### config.mk
export PLATFORM = sky130hd
export DESIGN_NAME = codec_config_to_annexb
export DESIGN_NICKNAME = d
export VERILOG_FILES = /design/src/hw/rtl/ccta_pkg.sv /design/src/hw/rtl/ccta_in_reg.sv /design/src/hw/rtl/ccta_parser.sv /design/src/hw/rtl/ccta_out_reg.sv /design/src/hw/rtl/codec_config_to_annexb.sv
export SDC_FILE = /design/constraint.sdc
export NUM_CORES = 1
export LEC_CHECK = 0
export ABC_AREA = 1
export BUFFER_PORTS_ARGS = -buffer_cell sky130_fd_sc_hd__buf_2
export CAP_MARGIN = 20
export CORE_MARGIN = 2
export CORE_UTILIZATION = 53
export CTS_BUF_LIST = sky130_fd_sc_hd__clkbuf_4 sky130_fd_sc_hd__clkbuf_8 sky130_fd_sc_hd__clkbuf_16
export DETAILED_ROUTE_END_ITERATION = 8
export PLACE_DENSITY = 0.7
export SLEW_MARGIN = 30
export SYNTH_ARGS = -nofsm -noshare
export SYNTH_HDL_FRONTEND = slang
export SYNTH_SLANG_ARGS = --single-unit
### constraint.sdc
create_clock -name clk -period 4.8 [get_ports clk]
set_input_delay 0 -clock clk [delete_from_list [all_inputs] [get_ports clk]]
set_output_delay 0 -clock clk [all_outputs]
set_load 0.01 [all_outputs]
### src/hw/rtl/ccta_pkg.sv
package ccta_pkg;

  localparam int SIZE_BITS_DEF  = 20;
  // start code must begin at one of the first few byte positions
  localparam int SCAN_POSITIONS = 4;
  localparam logic [4:0] MIN_SCAN_LEN = 5'd4;
  localparam logic [4:0] POS_MAX      = 5'd31;

  localparam logic [7:0] MARKER   = 8'h01;
  localparam logic [7:0] SPS_MASK = 8'h1f;
  localparam logic [7:0] LEN_MASK = 8'h03;

  localparam logic [4:0] AVC_LEN_POS = 5'd4;
  localparam logic [4:0] AVC_SPS_POS = 5'd5;
  localparam logic [4:0] HVC_LEN_POS = 5'd21;
  localparam logic [4:0] HVC_ARR_POS = 5'd22;

  localparam logic [2:0] LEN_SIZE_DEF = 3'd4;

  localparam logic [1:0] KIND_AVC  = 2'd0;
  localparam logic [1:0] KIND_HVC  = 2'd1;
  localparam logic [1:0] KIND_PASS = 2'd2;

  localparam logic [1:0] STAT_OK      = 2'd0;
  localparam logic [1:0] STAT_NOSTART = 2'd1;
  localparam logic [1:0] STAT_TRUNC   = 2'd2;

  typedef enum logic [11:0] {
    PH_START      = 12'b0000_0000_0001,
    PH_HDR        = 12'b0000_0000_0010,
    PH_PPS_COUNT  = 12'b0000_0000_0100,
    PH_ARRAY_TYPE = 12'b0000_0000_1000,
    PH_NUM_HI     = 12'b0000_0001_0000,
    PH_NUM_LO     = 12'b0000_0010_0000,
    PH_LEN_HI     = 12'b0000_0100_0000,
    PH_LEN_LO     = 12'b0000_1000_0000,
    PH_NAL_DATA   = 12'b0001_0000_0000,
    PH_FINISHED   = 12'b0010_0000_0000,
    PH_SCAN       = 12'b0100_0000_0000,
    PH_PASS       = 12'b1000_0000_0000
  } phase_t;

  typedef struct packed {
    logic [7:0] out_byte;
    logic       byte_valid;
    logic       done_res;
    logic [2:0] size_length;
    logic [1:0] status;
  } ccta_res_t;

endpackage

### src/hw/rtl/ccta_in_reg.sv
module ccta_in_reg
  import ccta_pkg::*;
(
  input  logic       clk,
  input  logic       rst,
  input  logic       s_tvalid,
  output logic       s_tready,
  input  logic [7:0] s_tdata,   // data_byte
  input  logic       s_tlast,   // last_byte
  input  logic       consume,
  output logic       item_valid,
  output logic [7:0] item_byte,
  output logic       item_last
);

  logic accept;

  assign s_tready = !item_valid || consume;
  assign accept   = s_tvalid && s_tready;

  always_ff @(posedge clk) begin
    if (rst) begin
      item_valid <= 1'b0;
    end else if (accept) begin
      item_valid <= 1'b1;
    end else if (consume) begin
      item_valid <= 1'b0;
    end
  end

  always_ff @(posedge clk) begin
    if (accept) begin
      item_byte <= s_tdata;
      item_last <= s_tlast;
    end
  end

endmodule

### src/hw/rtl/ccta_parser.sv
module ccta_parser
  import ccta_pkg::*;
#(
  parameter int SIZE_BITS = SIZE_BITS_DEF
) (
  input  logic                 clk,
  input  logic                 rst,
  input  logic                 cfg_valid,
  input  logic [1:0]           cfg_data,
  input  logic                 item_valid,
  input  logic [7:0]           item_byte,
  input  logic                 item_last,
  input  logic                 res_slot,
  output logic                 consume,
  output logic                 res_load,
  output ccta_res_t            res,
  output logic [SIZE_BITS-1:0] res_total
);

  logic [1:0]           kind;
  phase_t               phase, phase_next;
  logic [4:0]           pos, pos_next;
  logic [7:0]           arrays_left, arrays_left_next;
  logic [15:0]          nalus_left, nalus_left_next;
  logic [15:0]          nal_bytes_left, nal_bytes_left_next;
  logic [7:0]           length_high, length_high_next;
  logic                 in_pps, in_pps_next;
  logic [2:0]           len_size, len_size_next;
  logic [SIZE_BITS-1:0] count, count_next;
  logic [15:0]          recent, recent_next;
  logic                 start_found, start_found_next;
  logic                 hevc, hevc_next;
  logic [1:0]           sc_idx;

  logic       fire;
  logic       step_done;
  logic       emit;
  logic [7:0] emit_byte;
  logic       nal_end;
  logic       arr_end;
  logic [15:0] nalus_dec;
  logic [7:0]  arrays_dec;
  logic [1:0]  st;
  logic        kind_parsed;

  assign fire        = item_valid && res_slot;
  assign nalus_dec   = nalus_left - 16'd1;
  assign arrays_dec  = arrays_left - 8'd1;
  assign kind_parsed = (kind == KIND_AVC) || (kind == KIND_HVC);

  always_comb begin
    phase_next          = phase;
    pos_next            = (pos != POS_MAX) ? pos + 5'd1 : pos;
    arrays_left_next    = arrays_left;
    nalus_left_next     = nalus_left;
    nal_bytes_left_next = nal_bytes_left;
    length_high_next    = length_high;
    in_pps_next         = in_pps;
    len_size_next       = len_size;
    recent_next         = recent;
    start_found_next    = start_found;
    hevc_next           = hevc;
    step_done           = 1'b1;
    emit                = 1'b0;
    emit_byte           = item_byte;
    nal_end             = 1'b0;
    arr_end             = 1'b0;

    case (phase)
      PH_START: begin
        if (kind_parsed && item_byte == MARKER) begin
          phase_next = PH_HDR;
          hevc_next  = (kind == KIND_HVC);
        end else if (kind_parsed) begin
          phase_next  = PH_SCAN;
          emit        = 1'b1;
          recent_next = {recent[7:0], item_byte};
        end else begin
          phase_next = PH_PASS;
          emit       = 1'b1;
        end
      end
      PH_SCAN: begin
        emit = 1'b1;
        if (pos >= 5'd2 && pos <= 5'(SCAN_POSITIONS + 1) && recent == 16'd0 &&
            item_byte == MARKER) begin
          start_found_next = 1'b1;
        end
        recent_next = {recent[7:0], item_byte};
      end
      PH_PASS: begin
        emit = 1'b1;
      end
      PH_HDR: begin
        if (!hevc) begin
          if (pos == AVC_LEN_POS) begin
            len_size_next = 3'(item_byte & LEN_MASK) + 3'd1;
          end else if (pos == AVC_SPS_POS) begin
            nalus_left_next = {8'd0, item_byte & SPS_MASK};
            in_pps_next     = 1'b0;
            phase_next      = ((item_byte & SPS_MASK) != 8'd0) ? PH_LEN_HI : PH_PPS_COUNT;
          end
        end else begin
          if (pos == HVC_LEN_POS) begin
            len_size_next = 3'(item_byte & LEN_MASK) + 3'd1;
          end else if (pos == HVC_ARR_POS) begin
            arrays_left_next = item_byte;
            phase_next       = (item_byte != 8'd0) ? PH_ARRAY_TYPE : PH_FINISHED;
          end
        end
      end
      PH_PPS_COUNT: begin
        nalus_left_next = {8'd0, item_byte};
        in_pps_next     = 1'b1;
        phase_next      = (item_byte != 8'd0) ? PH_LEN_HI : PH_FINISHED;
      end
      PH_ARRAY_TYPE: begin
        phase_next = PH_NUM_HI;
      end
      PH_NUM_HI: begin
        length_high_next = item_byte;
        phase_next       = PH_NUM_LO;
      end
      PH_NUM_LO: begin
        nalus_left_next = {length_high, item_byte};
        if ({length_high, item_byte} != 16'd0) begin
          phase_next = PH_LEN_HI;
        end else begin
          arr_end = 1'b1;
        end
      end
      PH_LEN_HI: begin
        length_high_next = item_byte;
        phase_next       = PH_LEN_LO;
      end
      PH_LEN_LO: begin
        // the four start code bytes go out one at a time, the length byte is held until the last
        emit                = 1'b1;
        emit_byte           = (sc_idx == 2'd3) ? 8'h01 : 8'h00;
        step_done           = (sc_idx == 2'd3);
        nal_bytes_left_next = {length_high, item_byte};
        if ({length_high, item_byte} != 16'd0) begin
          phase_next = PH_NAL_DATA;
        end else begin
          nal_end = 1'b1;
        end
      end
      PH_NAL_DATA: begin
        emit                = 1'b1;
        nal_bytes_left_next = nal_bytes_left - 16'd1;
        if (nal_bytes_left == 16'd1) begin
          nal_end = 1'b1;
        end
      end
      default: begin
      end
    endcase

    if (nal_end) begin
      nalus_left_next = nalus_dec;
      if (nalus_dec != 16'd0) begin
        phase_next = PH_LEN_HI;
      end else if (hevc) begin
        arr_end = 1'b1;
      end else if (!in_pps) begin
        phase_next = PH_PPS_COUNT;
      end else begin
        phase_next = PH_FINISHED;
      end
    end
    if (arr_end) begin
      arrays_left_next = arrays_dec;
      phase_next       = (arrays_dec != 8'd0) ? PH_ARRAY_TYPE : PH_FINISHED;
    end
  end

  always_comb begin
    count_next = count;
    if (emit && count != {SIZE_BITS{1'b1}}) begin
      count_next = count + 1'b1;
    end
  end

  always_comb begin
    if (phase_next == PH_SCAN) begin
      st = (start_found_next && pos_next >= MIN_SCAN_LEN) ? STAT_OK : STAT_NOSTART;
    end else if (phase_next == PH_PASS || phase_next == PH_FINISHED) begin
      st = STAT_OK;
    end else if (phase_next == PH_HDR && pos_next == 5'd1) begin
      st = STAT_OK;
    end else begin
      st = STAT_TRUNC;
    end
  end

  assign consume  = fire && step_done;
  assign res_load = fire && (emit || (item_last && step_done));

  always_comb begin
    res.out_byte    = emit ? emit_byte : 8'd0;
    res.byte_valid  = emit;
    res.done_res    = item_last && step_done;
    res.size_length = len_size_next;
    res.status      = (item_last && step_done) ? st : STAT_OK;
  end
  assign res_total = count_next;

  always_ff @(posedge clk) begin
    if (rst) begin
      kind <= KIND_AVC;
    end else if (cfg_valid) begin
      kind <= cfg_data;
    end
  end

  always_ff @(posedge clk) begin
    if (rst || (consume && item_last)) begin
      phase          <= PH_START;
      pos            <= 5'd0;
      arrays_left    <= 8'd0;
      nalus_left     <= 16'd0;
      nal_bytes_left <= 16'd0;
      length_high    <= 8'd0;
      in_pps         <= 1'b0;
      len_size       <= LEN_SIZE_DEF;
      count          <= '0;
      recent         <= 16'd0;
      start_found    <= 1'b0;
      hevc           <= 1'b0;
      sc_idx         <= 2'd0;
    end else if (fire) begin
      count <= count_next;
      if (step_done) begin
        sc_idx         <= 2'd0;
        phase          <= phase_next;
        pos            <= pos_next;
        arrays_left    <= arrays_left_next;
        nalus_left     <= nalus_left_next;
        nal_bytes_left <= nal_bytes_left_next;
        length_high    <= length_high_next;
        in_pps         <= in_pps_next;
        len_size       <= len_size_next;
        recent         <= recent_next;
        start_found    <= start_found_next;
        hevc           <= hevc_next;
      end else begin
        sc_idx <= sc_idx + 2'd1;
      end
    end
  end

endmodule

### src/hw/rtl/ccta_out_reg.sv
module ccta_out_reg
  import ccta_pkg::*;
#(
  parameter int SIZE_BITS = SIZE_BITS_DEF,
  parameter int TDATA_W   = ((SIZE_BITS + 13 + 7) / 8) * 8
) (
  input  logic                 clk,
  input  logic                 rst,
  input  logic                 res_load,
  input  ccta_res_t            res,
  input  logic [SIZE_BITS-1:0] res_total,
  output logic                 res_slot,
  output logic                 m_tvalid,
  input  logic                 m_tready,
  output logic [TDATA_W-1:0]   m_tdata,
  output logic                 m_tuser,
  output logic                 m_tlast
);

  ccta_res_t            held;
  logic [SIZE_BITS-1:0] held_total;

  assign res_slot = !m_tvalid || m_tready;

  always_ff @(posedge clk) begin
    if (rst) begin
      m_tvalid <= 1'b0;
    end else if (res_load) begin
      m_tvalid <= 1'b1;
    end else if (m_tready) begin
      m_tvalid <= 1'b0;
    end
  end

  always_ff @(posedge clk) begin
    if (res_load) begin
      held       <= res;
      held_total <= res_total;
    end
  end

  always_comb begin
    m_tdata                 = '0;
    m_tdata[SIZE_BITS+12:0] = {held.status, held_total, held.size_length, held.out_byte};
  end
  assign m_tuser = held.byte_valid;
  assign m_tlast = held.done_res;

endmodule

### src/hw/rtl/codec_config_to_annexb.sv
// an accepted byte passes through the input register and the parser into the output register
// throughput: one byte per cycle unless the output stalls; a NAL length byte
//   holds the input while the start code goes out, one start code byte per cycle
// the output register takes a new result whenever the current one is transferred
// reset: synchronous, active high; clears the parser to start of record,
//   codec_kind to H.264 and empties both registers
module codec_config_to_annexb
  import ccta_pkg::*;
#(
  parameter int SIZE_BITS = SIZE_BITS_DEF,
  localparam int TDATA_W  = ((SIZE_BITS + 13 + 7) / 8) * 8
) (
  input  logic               clk,
  input  logic               rst,
  input  logic               cfg_valid,
  output logic               cfg_ready,
  input  logic [1:0]         cfg_data,   // codec_kind
  input  logic               s_tvalid,
  output logic               s_tready,
  input  logic [7:0]         s_tdata,    // data_byte
  input  logic               s_tlast,    // last_byte
  output logic               m_tvalid,
  input  logic               m_tready,
  output logic [TDATA_W-1:0] m_tdata,    // out_byte, size_length, total_size, status
  output logic               m_tuser,    // byte_valid
  output logic               m_tlast     // done_res
);

  logic                 consume;
  logic                 item_valid;
  logic [7:0]           item_byte;
  logic                 item_last;
  logic                 res_slot;
  logic                 res_load;
  ccta_res_t            res;
  logic [SIZE_BITS-1:0] res_total;

  assign cfg_ready = 1'b1;

  ccta_in_reg u_in (
    .clk        (clk),
    .rst        (rst),
    .s_tvalid   (s_tvalid),
    .s_tready   (s_tready),
    .s_tdata    (s_tdata),
    .s_tlast    (s_tlast),
    .consume    (consume),
    .item_valid (item_valid),
    .item_byte  (item_byte),
    .item_last  (item_last)
  );

  ccta_parser #(
    .SIZE_BITS (SIZE_BITS)
  ) u_parser (
    .clk        (clk),
    .rst        (rst),
    .cfg_valid  (cfg_valid),
    .cfg_data   (cfg_data),
    .item_valid (item_valid),
    .item_byte  (item_byte),
    .item_last  (item_last),
    .res_slot   (res_slot),
    .consume    (consume),
    .res_load   (res_load),
    .res        (res),
    .res_total  (res_total)
  );

  ccta_out_reg #(
    .SIZE_BITS (SIZE_BITS),
    .TDATA_W   (TDATA_W)
  ) u_out (
    .clk       (clk),
    .rst       (rst),
    .res_load  (res_load),
    .res       (res),
    .res_total (res_total),
    .res_slot  (res_slot),
    .m_tvalid  (m_tvalid),
    .m_tready  (m_tready),
    .m_tdata   (m_tdata),
    .m_tuser   (m_tuser),
    .m_tlast   (m_tlast)
  );

endmodule

==> metrics.yaml <==
timing.hold.ws_ns: 0.158
worst-endpoint-required_ns: 5.07
post_synth_num_cell_types: 52
place.gp.congestion: 0.913
grt_start_max_net_pins: 67
worstSkewPairLatency_ns: 0.44
drt-vias-per-instance: 5.32
synthFlopType: "sky130_fd_sc_hd__dfxtp_1"
reg2reg_slack_ns: 1.57
ctsLongestPathBuffers: 2
ys_seq_elements: 157
synth.top_cells.by_area: "sky130_fd_sc_hd__dfxtp_1 (26%), sky130_fd_sc_hd__edfxtp_1 (15%), sky130_fd_sc_hd__nand2_1 (8.5%)"
ios: 61
crit-reg2reg-launch: "u_out.m_tvalid$_SDFFE_PP0P_"
clkSinkCount: 157
grt_busiest_layer: "met2"
grt_use_met1: 0.342
slew_viol_final: 0
cts.root.buffer_cell: "sky130_fd_sc_hd__clkbuf_16"
power_density_nw_per_um2: 344
crit_path_cell_chain: "nand2_1, nand2_1, buf_4, inv_1, nand2_1, inv_2, nand2_2, nand2_4, clkinv_2, o21ai_0, a31oi_1"
unrepaired_setup_endpoints_after_global_routing: "false"
remaining_drc_errors: 0
max_freq_mhz: 310
core_region_area_um2: 15800
hold_viol: 0
least_margin_pin_slew_ns: 0.964
vias_in_the_first_global_route: 6915
routed-via-count: 7645
gr-total-overflow: 0
final.period_utilization: 0.672
data_arrival_time_of_the_worst_path_ns: 3.49
max-vdd-ir-drop_mv: 0.293
grt.met3_usage: 0.0498
largest_stage_delay_on_the_critical_path_ns: 0.83
most_used_cell_cp: "sky130_fd_sc_hd__nand2_1"
clk_pin_slew_ns: 0.07
iteration_count_of_the_initial_detailed_routing_pass: 7
leakagePower_uw: 0.00438
area_of_the_multi_input_gates_um2: 4230
globalRouteTotalUtil: 0.253
status: "finished clean"
initial_antenna_violation_count: 0
final-seq-area_um2: 3580
post_synth_inst_count: 1150
synth.cell_area_um2: 8570
critical_path_top_delay_cell: "sky130_fd_sc_hd__clkinv_2"
cts_tree: "done"
commonest_non_fill_non_tap_cells_in_the_layout: "sky130_fd_sc_hd__nand2_1 (192), sky130_fd_sc_hd__inv_1 (140), sky130_fd_sc_hd__nor2_1 (136)"
use_met2: 0.422
final_critical_path_setup_slack_ns: 1.57
cts_max_level: 4
setup.worst_path.class: "reg2reg"
port_buffers: 52
critical_path.startpoint_type: "flip-flop"
preCtsSetupSlack_ns: 1.62
antenna-diode-count: 0
ys.warnings.count: 0
finalWorstPathRequiredPeriod_ns: 3.23
syn-mean-instance-area_um2: 7.45
setup.worst_path.end_class: "flip-flop"
std_cell_rows: 46
max-cap-violations: 0
initial_utilization: 0.541
synth_top_cell_area_share: 0.264
critical_path.reg2reg.endpoint: "u_parser.nalus_left[3]$_SDFFE_PP0P_"
startpoint_of_the_most_critical_setup_path: "u_out.m_tvalid$_SDFFE_PP0P_"
final_wirelength_um: 21600
post-cts-setup-buffer-count: 0
finClkSkew_ns: 0.0182
critical_path_fanouts_max: 66
ys_async_sr_fraction: 0
timing.critical_path.to: "u_parser.nalus_left[3]$_SDFFE_PP0P_"
flow.area_growth_from_synthesis_pct: 13.6
design.die.area_um2: 17200
worst-r2r-cell-count: 11
max-slew-margin-rel: 0.355
worst_path_dominant_cell_family: "buffers and inverters"
fp.dieH_um: 131
synth.largest_area_cell: "sky130_fd_sc_hd__dfxtp_1"
layout_commonest_cell: "sky130_fd_sc_hd__nand2_1"
drive_above_1_share: 0.129
nNetsFinal: 1239
layout.cells.non_filler: 1437
number_of_filler_instances_in_the_final_layout: 1397
detail_route.iter0.violations: 655
critPathBufInv: 4
cts_inserted_buffers: 17
routed_len_inst_um: 15.0
dp_hpwl_um: 15200
hold_path_class: "in2reg"
grt_first_pass_wirelength_um: 35200
ant_nets: 0
synth-seq-area-share: 0.418
chipWidth_um: 131
finalSetupViolations: 0
synth_edf_count: 44
fin_setup_tns_ns: 0
timing.critical_path.depth: 11
numPlacedInstances: 1387
[cell type report]
cell class              count  share of cell area
clock buffers              17              0.0437
repair buffers             75              0.0491
multi-input cells         806               0.435
well taps                 216              0.0278
inverters                 151              0.0587
clock inverters            15              0.0177
flip-flops and latches    157               0.368
[worst min-delay path by stage]
stage,from,endpoint,slack [ns],depth (start not counted)
after floorplan,rst,u_in.item_valid$_SDFFE_PP0P_,0.07,1
after detailed placement,s_tdata[6],u_in.item_byte[6]$_DFFE_PP_,0.18,1
after global placement,s_tdata[3],u_in.item_byte[3]$_DFFE_PP_,0.18,1
after global routing,s_tvalid,u_in.item_byte[1]$_DFFE_PP_,0.16,4
final,s_tvalid,u_in.item_last$_DFFE_PP_,0.16,4
after CTS,s_tvalid,u_in.item_byte[1]$_DFFE_PP_,0.15,4
[state kept, by name, summed over array words and instances (netlist names), 2 cells and up]
name / flops
u_parser.len_size: 3
u_parser.nal_bytes_left: 16
u_parser.sc_idx: 2
u_parser.recent: 16
u_in.item_byte: 8
u_parser.length_high: 8
u_parser.count: 20
u_out.m_tdata: 13
u_out.held_total: 20
u_parser.phase: 12
u_parser.pos: 5
u_parser.nalus_left: 16
u_parser.kind: 2
u_parser.arrays_left: 8
[cells by family (layout without fill, tap and decap cells)]
logic type               Yosys count  in the layout  synth area share
flip-flops                       157            157             0.418
adder cells (fa/ha/maj)           15             15            0.0219
AO/OA/AOI/OAI                    276            276             0.174
other                              2              8          0.000876
buffers and inverters            193            258            0.0921
AND/OR/NAND/NOR                  469            469             0.253
XOR/XNOR                          36             36            0.0368
multiplexers                       2              2           0.00263
[worst min-delay path, stage by stage]
cell and delay (ns):
sky130_fd_sc_hd__buf_2 0.10, sky130_fd_sc_hd__inv_1 0.06, sky130_fd_sc_hd__a21oi_1 0.05, sky130_fd_sc_hd__buf_4 0.19
[timing repair]
item / 4_1_cts / 5_1_grt
hold endpoints to repair: 13 / 0
hold buffers: 18 / 0
resized for setup: 0 / 0
[routing by layer]
layer / wire [µm] / vias up
li1: - / 3900
met1: 10300 / 3519
met2: 10000 / 204
met3: 966 / 22
met4: 267 / 0
met5: 0 / -
[where the power goes]
group	switching, µW	total (µW)	leakage [µW]	internal (µW)
combinational	317	468	0.00275	150
sequential	54.1	1510	0.00133	1450
clock	626	1370	0.000292	742
total	997	3340	0.00438	2350
[through the flow]
| step | instance area, µm² | util | power (µW) |
|---|---|---|---|
| 3_3_place_gp | 8950 | 0.565 | 1980 |
| 5_1_grt | 9730 | 0.615 | 3480 |
| 3_5_place_dp | 8950 | 0.566 | 1990 |
| 4_1_cts | 9730 | 0.615 | 3350 |
| 2_1_floorplan | 8590 | - | 1850 |
| 6_report | 9730 | 0.615 | 3340 |
[cell usage after synthesis, types with 3 or more instances]
library cell               count
sky130_fd_sc_hd__clkbuf_1     18
sky130_fd_sc_hd__nand4_1      15
sky130_fd_sc_hd__nand2_4       8
sky130_fd_sc_hd__nor2_4        9
sky130_fd_sc_hd__nand3b_1      6
sky130_fd_sc_hd__o211ai_1      4
sky130_fd_sc_hd__a31oi_1       8
sky130_fd_sc_hd__nand3_1      34
sky130_fd_sc_hd__ha_1         15
sky130_fd_sc_hd__buf_2        13
sky130_fd_sc_hd__or2_2         4
sky130_fd_sc_hd__xnor2_1       9
sky130_fd_sc_hd__nor2_2       14
sky130_fd_sc_hd__nor3_1       24
sky130_fd_sc_hd__edfxtp_1     44
sky130_fd_sc_hd__buf_4        10
sky130_fd_sc_hd__a211oi_1     13
sky130_fd_sc_hd__inv_1       140
sky130_fd_sc_hd__nand3_2       4
sky130_fd_sc_hd__a22oi_1       4
sky130_fd_sc_hd__xor2_1       27
sky130_fd_sc_hd__a21oi_1      99
sky130_fd_sc_hd__nand2_1     193
sky130_fd_sc_hd__o21ai_0     124
sky130_fd_sc_hd__inv_2         9
sky130_fd_sc_hd__nand2_2       7
sky130_fd_sc_hd__o21ai_2       3
sky130_fd_sc_hd__dfxtp_1     113
sky130_fd_sc_hd__nor2_1      136
sky130_fd_sc_hd__nor4_1        4
sky130_fd_sc_hd__o21ai_1      12
No activity file was read; power rests on OpenSTA's default activity.
